`config.mk`:
```
export PLATFORM = sky130hd
export DESIGN_NAME = hmwpl_seq
export DESIGN_NICKNAME = d
export VERILOG_FILES = /design/src/hdl/hmwpl_pkg.sv /design/src/hdl/hmwpl_seq.sv
export SDC_FILE = /design/constraint.sdc
export NUM_CORES = 1
export LEC_CHECK = 0
export BUFFER_PORTS_ARGS = -buffer_cell sky130_fd_sc_hd__buf_4
export CAP_MARGIN = 5
export CELL_PAD_IN_SITES_DETAIL_PLACEMENT = 1
export CELL_PAD_IN_SITES_GLOBAL_PLACEMENT = 1
export CORE_AREA = 2 2 217 219
export CTS_CLUSTER_SIZE = 14
export DETAILED_ROUTE_END_ITERATION = 12
export DIE_AREA = 0 0 219 221
export GPL_TIMING_DRIVEN = 0
export PLACE_DENSITY = 0.76
export REMOVE_ABC_BUFFERS = 1
export SYNTH_ARGS = -nofsm -noshare
export SYNTH_HDL_FRONTEND = slang
export SYNTH_SLANG_ARGS = --single-unit
```
`constraint.sdc`:
```
create_clock -name clk -period 9.9 [get_ports clk]
set_input_delay 1.485 -clock clk [delete_from_list [all_inputs] [get_ports clk]]
set_output_delay 1.485 -clock clk [all_outputs]
set_load 0.01 [all_outputs]
```
`src/hdl/hmwpl_pkg.sv`:
```
`timescale 1ns / 1ps
// ----------------------------------------------------------------------------
// hmwpl_pkg
// Shared types, constants and helpers of the huffman path length block.
// ----------------------------------------------------------------------------
package hmwpl_pkg;

	localparam int MAX_LEAVES_DEF = 1024;
	localparam int WEIGHT_W       = 16;
	localparam int DATA_W         = 32;

	// sequencer states
	typedef enum logic [3:0] {
		S_LOAD,
		S_BLD_NEXT,
		S_BLD_RDV,
		S_SD_CHK,
		S_SD_RD1,
		S_SD_RD2,
		S_MRG_TOP,
		S_POP_REQ,
		S_POP_RD0,
		S_POP_RDL,
		S_MRG_ADD,
		S_MRG_PUSH,
		S_PU_CHK,
		S_PU_RD,
		S_DONE
	} state_t;

	// which caller a sift-down returns to
	typedef enum logic [1:0] {
		PH_BUILD,
		PH_POPA,
		PH_POPB
	} phase_t;

	function automatic logic [DATA_W-1:0] sat_add(input logic [DATA_W-1:0] a,
		input logic [DATA_W-1:0] b);
		logic [DATA_W:0] s;
		s = {1'b0, a} + {1'b0, b};
		return s[DATA_W] ? {DATA_W{1'b1}} : s[DATA_W-1:0];
	endfunction

endpackage

```
`src/hdl/hmwpl_seq.sv`:
```
`timescale 1ns / 1ps
// ----------------------------------------------------------------------------
// hmwpl_seq
// Load, heapify and merge sequencer with the output register.
// ----------------------------------------------------------------------------
module hmwpl_seq #(
	parameter int MAX_LEAVES = hmwpl_pkg::MAX_LEAVES_DEF,
	parameter int AW         = $clog2(MAX_LEAVES),
	parameter int CW         = $clog2(MAX_LEAVES + 1)
) (
	input  logic                            clk,
	input  logic                            arst_n,
	input  logic                            s_tvalid,
	output logic                            s_tready,
	input  logic [hmwpl_pkg::WEIGHT_W-1:0]  leaf_weight,
	input  logic                            last_leaf,
	output logic                            m_tvalid,
	input  logic                            m_tready,
	output logic [hmwpl_pkg::DATA_W-1:0]    path_length,
	output logic                            mem_we,
	output logic [AW-1:0]                   mem_waddr,
	output logic [hmwpl_pkg::DATA_W-1:0]    mem_wdata,
	output logic [AW-1:0]                   mem_raddr,
	input  logic [hmwpl_pkg::DATA_W-1:0]    mem_rdata
);

	localparam int DW = hmwpl_pkg::DATA_W;
	localparam int XW = AW + 2;

	hmwpl_pkg::state_t state_q, state_d;
	hmwpl_pkg::phase_t phase_q;

	logic [CW-1:0] cnt_q;
	logic [AW-1:0] i_q, pos_q;
	logic [DW-1:0] v_q, a_q, x_q, y_q, m_q, sum_q, out_data_q;
	logic          out_valid_q;

	logic          accept, has_room, out_free;
	logic [CW-1:0] n_new;
	logic [XW-1:0] cnt_x, c_x, c1_x;
	logic          c_in, c1_in;
	logic          pick_right;
	logic [DW-1:0] min_child;
	logic          sd_done;
	logic [AW-1:0] parent;

	assign s_tready = (state_q == hmwpl_pkg::S_LOAD);
	assign accept   = s_tvalid && s_tready;
	assign has_room = (cnt_q < CW'(MAX_LEAVES));
	assign n_new    = has_room ? cnt_q + CW'(1) : cnt_q;
	assign out_free = !out_valid_q || m_tready;

	// children of the hole, compared against the live heap size
	assign cnt_x = XW'(cnt_q);
	assign c_x   = {1'b0, pos_q, 1'b1};
	assign c1_x  = c_x + XW'(1);
	assign c_in  = (c_x < cnt_x);
	assign c1_in = (c1_x < cnt_x);

	assign pick_right = (mem_rdata < a_q);
	assign min_child  = pick_right ? mem_rdata : a_q;
	assign parent     = (i_q - AW'(1)) >> 1;

	always_comb begin
		sd_done = 1'b0;
		case (state_q)
			hmwpl_pkg::S_SD_CHK: sd_done = !c_in;
			hmwpl_pkg::S_SD_RD1: sd_done = !c1_in && (v_q <= mem_rdata);
			hmwpl_pkg::S_SD_RD2: sd_done = (v_q <= min_child);
			default:             sd_done = 1'b0;
		endcase
	end

	// next state
	always_comb begin
		state_d = state_q;
		unique case (state_q)
			hmwpl_pkg::S_LOAD: begin
				if (accept && last_leaf) state_d = hmwpl_pkg::S_BLD_NEXT;
			end
			hmwpl_pkg::S_BLD_NEXT: begin
				state_d = (i_q == '0) ? hmwpl_pkg::S_MRG_TOP : hmwpl_pkg::S_BLD_RDV;
			end
			hmwpl_pkg::S_BLD_RDV: state_d = hmwpl_pkg::S_SD_CHK;
			hmwpl_pkg::S_SD_CHK, hmwpl_pkg::S_SD_RD1, hmwpl_pkg::S_SD_RD2: begin
				if (sd_done) begin
					unique case (phase_q)
						hmwpl_pkg::PH_BUILD: state_d = hmwpl_pkg::S_BLD_NEXT;
						hmwpl_pkg::PH_POPA:  state_d = hmwpl_pkg::S_POP_REQ;
						hmwpl_pkg::PH_POPB:  state_d = hmwpl_pkg::S_MRG_ADD;
						default:             state_d = hmwpl_pkg::S_MRG_ADD;
					endcase
				end else if (state_q == hmwpl_pkg::S_SD_CHK) begin
					state_d = hmwpl_pkg::S_SD_RD1;
				end else if (state_q == hmwpl_pkg::S_SD_RD1 && c1_in) begin
					state_d = hmwpl_pkg::S_SD_RD2;
				end else begin
					state_d = hmwpl_pkg::S_SD_CHK;
				end
			end
			hmwpl_pkg::S_MRG_TOP: begin
				state_d = (cnt_q <= CW'(1)) ? hmwpl_pkg::S_DONE : hmwpl_pkg::S_POP_REQ;
			end
			hmwpl_pkg::S_POP_REQ:  state_d = hmwpl_pkg::S_POP_RD0;
			hmwpl_pkg::S_POP_RD0:  state_d = hmwpl_pkg::S_POP_RDL;
			hmwpl_pkg::S_POP_RDL:  state_d = hmwpl_pkg::S_SD_CHK;
			hmwpl_pkg::S_MRG_ADD:  state_d = hmwpl_pkg::S_MRG_PUSH;
			hmwpl_pkg::S_MRG_PUSH: state_d = hmwpl_pkg::S_PU_CHK;
			hmwpl_pkg::S_PU_CHK: begin
				state_d = (i_q == '0) ? hmwpl_pkg::S_MRG_TOP : hmwpl_pkg::S_PU_RD;
			end
			hmwpl_pkg::S_PU_RD: begin
				state_d = (m_q < mem_rdata) ? hmwpl_pkg::S_PU_CHK : hmwpl_pkg::S_MRG_TOP;
			end
			hmwpl_pkg::S_DONE: begin
				if (out_free) state_d = hmwpl_pkg::S_LOAD;
			end
			default: state_d = hmwpl_pkg::S_LOAD;
		endcase
	end

	// memory port control
	always_comb begin
		mem_we    = 1'b0;
		mem_waddr = pos_q;
		mem_wdata = v_q;
		mem_raddr = '0;
		unique case (state_q)
			hmwpl_pkg::S_LOAD: begin
				mem_we    = accept && has_room;
				mem_waddr = cnt_q[AW-1:0];
				mem_wdata = DW'(leaf_weight);
			end
			hmwpl_pkg::S_BLD_NEXT: mem_raddr = i_q - AW'(1);
			hmwpl_pkg::S_SD_CHK: begin
				mem_we    = !c_in;
				mem_raddr = c_x[AW-1:0];
			end
			hmwpl_pkg::S_SD_RD1: begin
				mem_we    = !c1_in;
				mem_wdata = (v_q <= mem_rdata) ? v_q : mem_rdata;
				mem_raddr = c1_x[AW-1:0];
			end
			hmwpl_pkg::S_SD_RD2: begin
				mem_we    = 1'b1;
				mem_wdata = (v_q <= min_child) ? v_q : min_child;
			end
			hmwpl_pkg::S_POP_RD0: mem_raddr = cnt_q[AW-1:0] - AW'(1);
			hmwpl_pkg::S_PU_CHK: begin
				mem_we    = (i_q == '0);
				mem_waddr = '0;
				mem_wdata = m_q;
				mem_raddr = parent;
			end
			hmwpl_pkg::S_PU_RD: begin
				mem_we    = 1'b1;
				mem_waddr = i_q;
				mem_wdata = (m_q < mem_rdata) ? mem_rdata : m_q;
			end
			hmwpl_pkg::S_BLD_RDV, hmwpl_pkg::S_MRG_TOP, hmwpl_pkg::S_POP_REQ,
			hmwpl_pkg::S_POP_RDL, hmwpl_pkg::S_MRG_ADD, hmwpl_pkg::S_MRG_PUSH,
			hmwpl_pkg::S_DONE: mem_we = 1'b0;
			default: mem_we = 1'b0;
		endcase
	end

	// control registers
	always_ff @(posedge clk or negedge arst_n) begin
		if (!arst_n) begin
			state_q     <= hmwpl_pkg::S_LOAD;
			phase_q     <= hmwpl_pkg::PH_BUILD;
			cnt_q       <= '0;
			out_valid_q <= 1'b0;
		end else begin
			state_q <= state_d;
			if (state_q == hmwpl_pkg::S_DONE && out_free) begin
				out_valid_q <= 1'b1;
			end else if (m_tready) begin
				out_valid_q <= 1'b0;
			end
			case (state_q)
				hmwpl_pkg::S_LOAD: begin
					if (accept) cnt_q <= n_new;
					if (accept && last_leaf) phase_q <= hmwpl_pkg::PH_BUILD;
				end
				hmwpl_pkg::S_MRG_TOP: phase_q <= hmwpl_pkg::PH_POPA;
				hmwpl_pkg::S_SD_CHK, hmwpl_pkg::S_SD_RD1, hmwpl_pkg::S_SD_RD2: begin
					if (sd_done && phase_q == hmwpl_pkg::PH_POPA) phase_q <= hmwpl_pkg::PH_POPB;
				end
				hmwpl_pkg::S_POP_RD0:  cnt_q <= cnt_q - CW'(1);
				hmwpl_pkg::S_MRG_PUSH: cnt_q <= cnt_q + CW'(1);
				hmwpl_pkg::S_DONE: begin
					if (out_free) cnt_q <= '0;
				end
				default: ;
			endcase
		end
	end

	// datapath registers
	always_ff @(posedge clk) begin
		case (state_q)
			hmwpl_pkg::S_LOAD: begin
				if (accept && last_leaf) begin
					i_q   <= AW'(n_new >> 1);
					sum_q <= '0;
				end
			end
			hmwpl_pkg::S_BLD_NEXT: begin
				if (i_q != '0) begin
					i_q   <= i_q - AW'(1);
					pos_q <= i_q - AW'(1);
				end
			end
			hmwpl_pkg::S_BLD_RDV: v_q <= mem_rdata;
			hmwpl_pkg::S_SD_RD1: begin
				a_q <= mem_rdata;
				if (!c1_in && !(v_q <= mem_rdata)) pos_q <= c_x[AW-1:0];
			end
			hmwpl_pkg::S_SD_RD2: begin
				if (!(v_q <= min_child)) pos_q <= pick_right ? c1_x[AW-1:0] : c_x[AW-1:0];
			end
			hmwpl_pkg::S_POP_RD0: begin
				if (phase_q == hmwpl_pkg::PH_POPA) x_q <= mem_rdata;
				else y_q <= mem_rdata;
			end
			hmwpl_pkg::S_POP_RDL: begin
				v_q   <= mem_rdata;
				pos_q <= '0;
			end
			hmwpl_pkg::S_MRG_ADD: m_q <= hmwpl_pkg::sat_add(x_q, y_q);
			hmwpl_pkg::S_MRG_PUSH: begin
				sum_q <= hmwpl_pkg::sat_add(sum_q, m_q);
				i_q   <= cnt_q[AW-1:0];
			end
			hmwpl_pkg::S_PU_RD: begin
				if (m_q < mem_rdata) i_q <= parent;
			end
			hmwpl_pkg::S_DONE: begin
				if (out_free) out_data_q <= sum_q;
			end
			default: ;
		endcase
	end

	assign m_tvalid    = out_valid_q;
	assign path_length = out_data_q;

endmodule

```
* Word level (Yosys, flattened, before mapping)
Cells that the tools add are included.
W data, S select, Z words.
** Cells by class
- $add $sub $neg :: 7
- Multipliers :: 0
- Divide/modulo/power cells :: 0
- Order comparisons :: 8
- Equality and inequality tests :: 24
- Shift-type cells :: 0
- Muxes and demuxes :: 40
- Bitwise gates (word level) :: 1
- Reductions and logical operators :: 36
** Operator list (count)
- $mux W32 :: 6
- $pmux W32 S5 :: 1
- $pmux W10 S4 :: 2
- $add A32 B32 Y33 :: 2
- $le A32 B32 Y1 :: 2
- $lt A32 B32 Y1 :: 2
- $pmux W32 S2 :: 1
- $mux W10 :: 6
- $pmux W10 S5 :: 1
- $pmux W4 S12 :: 1
- $pmux W11 S4 :: 1
- $mux W11 :: 3
- $pmux W10 S3 :: 1
- $eq A4 B4 Y1 const B :: 7
- $mux W4 :: 6
- $sub A10 B1 Y10 const B :: 2
- $eq A4 B3 Y1 const B :: 4
- $add A11 B1 Y12 const B :: 1
- $lt A12 B11 Y1 :: 1
- $reduce_and A4 Y1 :: 3
- $reduce_bool A4 Y1 :: 3
- $add A11 B1 Y11 const B :: 1
- $le A11 B1 Y1 const B :: 1
- $lt A11 B11 Y1 :: 1
- 28 further kinds :: 57
** Word-level totals
- Register bits after elaboration :: 262
- Bits in latches :: 0
- RAM bits :: 0
- ROM bits :: 0
- Bits of input ports :: 53
- Logic and storage cells :: 130
- Memories :: 0

* Logic depth before layout (Yosys ltp)
- Depth in word-level cells :: 8
- Depth in mapped cells :: 24

* Least setup slack after synthesis
No wires, ideal clock.
- Kind :: input to output
- Start point :: in mem_rdata[9] in the netlist's numbering
- End point :: out mem_wdata[18] in the netlist's numbering
- Arrival :: 5.450 ns
- Data required time :: 8.415 ns
- Slack :: 2.965 ns
- Cell stages on the path :: 20
- Path buffers :: 4
- Cells stage by stage :: ha_1 -> a2111oi_0 -> nor2_1 -> a31o_1 -> a41oi_1 -> a21o_1 -> buf_2 -> and2_1 -> buf_2 -> buf_2 -> a21oi_1 -> ha_1 -> nand4_1 -> or3_1 -> o221a_2 -> o211ai_2 -> o211ai_1 -> buf_2 -> a222oi_1 -> o21ai_1
** On the way
- Cells in the longest elaborated chain, start to end :: 5
- Elaborated cells on any way between the ends :: 9
- Classes of those cells :: order compare (4); mux (5)
** Ends and longest elaborated chain
- start, declared :: RTL line hmwpl_seq.sv:24 : input logic [hmwpl_pkg::DATA_W-1:0] mem_rdata
- $lt A32 B32 Y1 :: RTL line hmwpl_seq.sv:60 : assign pick_right = (mem_rdata < a_q);
- $mux W32 :: RTL line hmwpl_seq.sv:61 : assign min_child = pick_right ? mem_rdata : a_q;
- $le A32 B32 Y1 :: RTL line hmwpl_seq.sv:146 : mem_wdata = (v_q <= min_child) ? v_q : min_child;
- $mux W32 :: RTL line hmwpl_seq.sv:146
- $pmux W32 S5 (*) :: RTL line hmwpl_seq.sv:128 : unique case (state_q)
- end, declared :: RTL line hmwpl_seq.sv:22 : output logic [hmwpl_pkg::DATA_W-1:0] mem_wdata,
Mark *: on every way between the ends. The rest lies on a longest branch, timed or not.

* Worst setup path after layout
- Start point :: in mem_rdata[29] in the netlist's numbering
- End point :: out mem_wdata[16] in the netlist's numbering
The elaborated chain is that of the path after synthesis.

==> flow_summary.rst <==
.. list-table::
   :header-rows: 1

   * - Metric
     - Value
   * - Worst hold margin
     - 458 ps
   * - Root Buffer
     - sky130_fd_sc_hd__clkbuf_16
   * - Total core area
     - 46100 um^2
   * - Number of global-route vias before repair
     - 16376
   * - DRC viols
     - 0
   * - Worst Skew
     - 18.0 ps
   * - Net count, final
     - 2186
   * - Diodes inserted
     - 0
   * - Clk pwr share
     - 0.226
   * - Number of buffers inserted by hold repair at cts
     - 0
   * - DR vias/cell
     - 6.19
   * - Area share of the largest cell type after synthesis
     - 0.402
   * - Synth Flop Type
     - sky130_fd_sc_hd__edfxtp_1
   * - Final design utilization
     - 0.460
   * - Placement Rows
     - 79
   * - Sort of element at the start of the critical path
     - input pin
   * - Most repeated cell in the gate-level netlist after synthesis
     - sky130_fd_sc_hd__edfxtp_1
   * - Leakage
     - 8.67 nW
   * - Part of the power in combinational logic
     - 0.459
   * - Cell internal power dissipation
     - 3.24 mW
   * - Register bit total from synthesis
     - 262
   * - Unrepaired setup endpoints after global routing
     - false
   * - Relative contribution of sequential cells to total power
     - 0.315
   * - Timing-limited maximum frequency
     - 103 MHz
   * - Psw
     - 2.32 mW
   * - Via count
     - 15769
   * - Die boundary height
     - 221 um
   * - Largest net degree at the start of global routing
     - 38
   * - Async set-reset flop share out of synthesis
     - 0.0687
   * - Transition at the pin with the smallest max-transition slack
     - 1390 ps
   * - Tot GR Track Use
     - 0.250
   * - Period utilization
     - 0.977
   * - Critical Path RT
     - 8420 ps
   * - Die X-Extent
     - 219 um
   * - Cell types with the largest area share after synthesis
     - sky130_fd_sc_hd__edfxtp_1 (40%), sky130_fd_sc_hd__ha_1 (15%), sky130_fd_sc_hd__a21oi_1 (6.0%), sky130_fd_sc_hd__a21o_1 (3.0%), sky130_fd_sc_hd__nand2_1 (2.5%)
   * - Count of maximum capacitance violations
     - 0
   * - Longest Clk Path Bufs
     - 3
   * - Proportion of layout cells with a drive suffix above 1
     - 0.134
   * - Final HPWL DP
     - 45.5 mm
   * - Residual overflow from global routing
     - 0
   * - Initial core utilization
     - 0.396
   * - Crit path capture type
     - output pin
   * - Pins over their slew limit
     - 0
   * - Run status
     - completed
   * - Post-synthesis cell area
     - 18200 um^2
   * - Crit path kind
     - input pin to output pin
   * - CTS buffer count
     - 34
   * - Yosys warning count
     - 0
   * - Register area share after synthesis
     - 0.427
   * - Overall die area
     - 48400 um^2
   * - Initial antenna violation count
     - 0
   * - Number of enable-type register cells in the synthesized netlist
     - 244
   * - TritonCTS clock tree
     - done
   * - Critical path fanouts, max
     - 17
   * - Boundary pin count
     - 140
   * - Detailed router's first-iteration violation count
     - 1462
   * - Most frequent cells after synthesis
     - sky130_fd_sc_hd__edfxtp_1 (244), sky130_fd_sc_hd__a21oi_1 (217), sky130_fd_sc_hd__ha_1 (216)
   * - Rel. slew slack
     - 0.0661
   * - Placer congestion estimate
     - 0.903
   * - Number of iterations in the first detailed-routing pass
     - 9
   * - Number of failing hold endpoints at the final stage
     - 0
   * - Port Buf Inserts
     - 139
   * - Buffers inserted during post-CTS setup optimization
     - 0
   * - Worst endpoint data arrival time
     - 8190 ps
   * - Final WL
     - 61.5 mm
   * - Path class of the lowest-slack min-delay path
     - flop to flop
   * - Maximum vdd drop
     - 0.135 mV
   * - Count of H-tree levels built during CTS
     - 2
   * - First-pass GRT wire length
     - 94.6 mm
   * - Fillcell total
     - 5166
   * - Multi-input logic area
     - 9790 um^2
   * - Post-detailed-route count of antenna-violating nets
     - 0
   * - Clock latency of the later-clocked register in the worst-skew pair
     - 560 ps
   * - Post-synthesis to final-layout area growth
     - 16.2%
   * - Cell variety after synth
     - 88
   * - Flip-flop and latch area
     - 7780 um^2
   * - Clock sinks
     - 262
   * - Mean area per synthesized cell
     - 10.2 um^2
   * - Clock-pin slew reported for the worst setup and hold paths after clock tree synthesis
     - 60 ps
   * - Mean routed wirelength per cell
     - 24.1 um
   * - Largest area contributor in the netlist
     - sky130_fd_sc_hd__edfxtp_1
   * - Switching share of power
     - 0.417
   * - Power per unit of standard cell area
     - 262 nW/um^2
   * - Final period demand of the worst path
     - 9670 ps
   * - Final number of setup-violating endpoints
     - 0
   * - Post-Syn Instances
     - 1784
==> metrics by stage <==
stage | setup TNS [ps] | total power [mW] | worst slack (ps) | cell area (um^2) | instances
final | 0 | 5.56 | 225 | 21200 | 2547
after global placement | -123010 | 4.10 | -3660 | 19700 | 2464
after global routing | 0 | 5.87 | 46.2 | 21200 | 2547
after CTS | 0 | 5.55 | 119 | 21200 | 2545
after floorplan | 0 | 3.22 | 1180 | 17900 | 1718
after detailed placement | -444 | 4.26 | -56.8 | 20100 | 2484
==> logic make-up after synthesis <==
group	Yosys count	share of synthesized area
multiplexers	9	0.00508
AND/OR/NAND/NOR	421	0.113
AO/OA/AOI/OAI	609	0.224
adder cells (fa/ha/maj)	218	0.150
buffers and inverters	184	0.0414
XOR/XNOR	81	0.0389
flip-flops	262	0.427
==> flip-flops by register name, indices dropped and copies added, names as in the netlist <==
name	count
x_q	32
m_q	32
v_q	32
pos_q	10
path_length	32
cnt_q	11
i_q	10
a_q	32
m_tvalid	1
phase_q	2
y_q	32
state_q	4
sum_q	32
==> placed cells by master, fill, tap and decap left out, types with 11 or more instances in the layout <==
cell type                   count
sky130_fd_sc_hd__a21o_1        73
sky130_fd_sc_hd__a21oi_1      217
sky130_fd_sc_hd__a222oi_1      45
sky130_fd_sc_hd__a31oi_1       11
sky130_fd_sc_hd__and3_1        13
sky130_fd_sc_hd__buf_4        147
sky130_fd_sc_hd__clkbuf_16     34
sky130_fd_sc_hd__dfrtp_1       18
sky130_fd_sc_hd__edfxtp_1     244
sky130_fd_sc_hd__ha_1         216
sky130_fd_sc_hd__inv_1        114
sky130_fd_sc_hd__nand2_1      122
sky130_fd_sc_hd__nand2b_1      27
sky130_fd_sc_hd__nand3_1       32
sky130_fd_sc_hd__nand4_1       35
sky130_fd_sc_hd__nor2_1        79
sky130_fd_sc_hd__nor2b_1       21
sky130_fd_sc_hd__nor3_1        35
sky130_fd_sc_hd__nor4_1        11
sky130_fd_sc_hd__o211ai_1      25
sky130_fd_sc_hd__o21a_1        21
sky130_fd_sc_hd__o21ai_0       62
sky130_fd_sc_hd__o21ai_1       28
sky130_fd_sc_hd__or3_1         11
sky130_fd_sc_hd__xnor2_1       49
sky130_fd_sc_hd__xor2_1        32
==> power groups by stage <==
stage	registers (mW)	clock network (mW)	logic, mW
floorplan	1.66	0	1.55
global placement	1.76	0	2.34
detailed placement	1.76	0	2.50
CTS	1.74	1.28	2.53
global route	1.77	1.32	2.78
finish	1.75	1.26	2.55
==> critical path: stages <==
cell,delay [ps]
sky130_fd_sc_hd__buf_4,160
sky130_fd_sc_hd__ha_1,320
sky130_fd_sc_hd__a2111oi_1,740
sky130_fd_sc_hd__o221ai_1,540
sky130_fd_sc_hd__o22ai_4,550
sky130_fd_sc_hd__and2_2,520
sky130_fd_sc_hd__buf_8,230
sky130_fd_sc_hd__a21oi_1,120
sky130_fd_sc_hd__ha_1,310
sky130_fd_sc_hd__nand4_1,190
sky130_fd_sc_hd__nor3_1,580
sky130_fd_sc_hd__o21ai_0,370
sky130_fd_sc_hd__a31o_2,350
sky130_fd_sc_hd__o211ai_2,160
sky130_fd_sc_hd__o211ai_1,350
sky130_fd_sc_hd__buf_4,310
sky130_fd_sc_hd__buf_6,160
sky130_fd_sc_hd__a222oi_1,380
sky130_fd_sc_hd__o21ai_1,150
sky130_fd_sc_hd__buf_4,190
==> layer usage <==
layer,up-vias,track usage,share of wire
met5,-,0,0
met4,0,0.119,0.046
met3,165,0.0364,0.055
met2,564,0.404,0.47
met1,7890,0.328,0.43
li1,7150,-,-
==> worst paths after layout <==
check,from,end,slack [ps],depth (start not counted)
max in group asynchronous,arst_n,phase_q[0],8870,1
min reg2reg,sum_q[16],path_length[16],460,0
max,mem_rdata[29],mem_wdata[16],230,20
max reg2reg,a_q[29],pos_q[9],3140,16
min in group asynchronous,arst_n,cnt_q[2],800,1
min,sum_q[16],path_length[16],460,0
==> repair_timing <==
action	CTS	global route
pin swaps	0	0
gates resized for setup	2	1
setup endpoints to repair	13	19
==> area by class of cell <==
class / instances / area share
flip-flops and latches: 262 / 0.367
repair buffers: 161 / 0.0623
clock buffers: 37 / 0.0407
inverters: 118 / 0.0209
multi-input cells: 1338 / 0.462
well taps: 607 / 0.0358
clock inverters: 24 / 0.0114
Power figures use the tool's default switching activity.
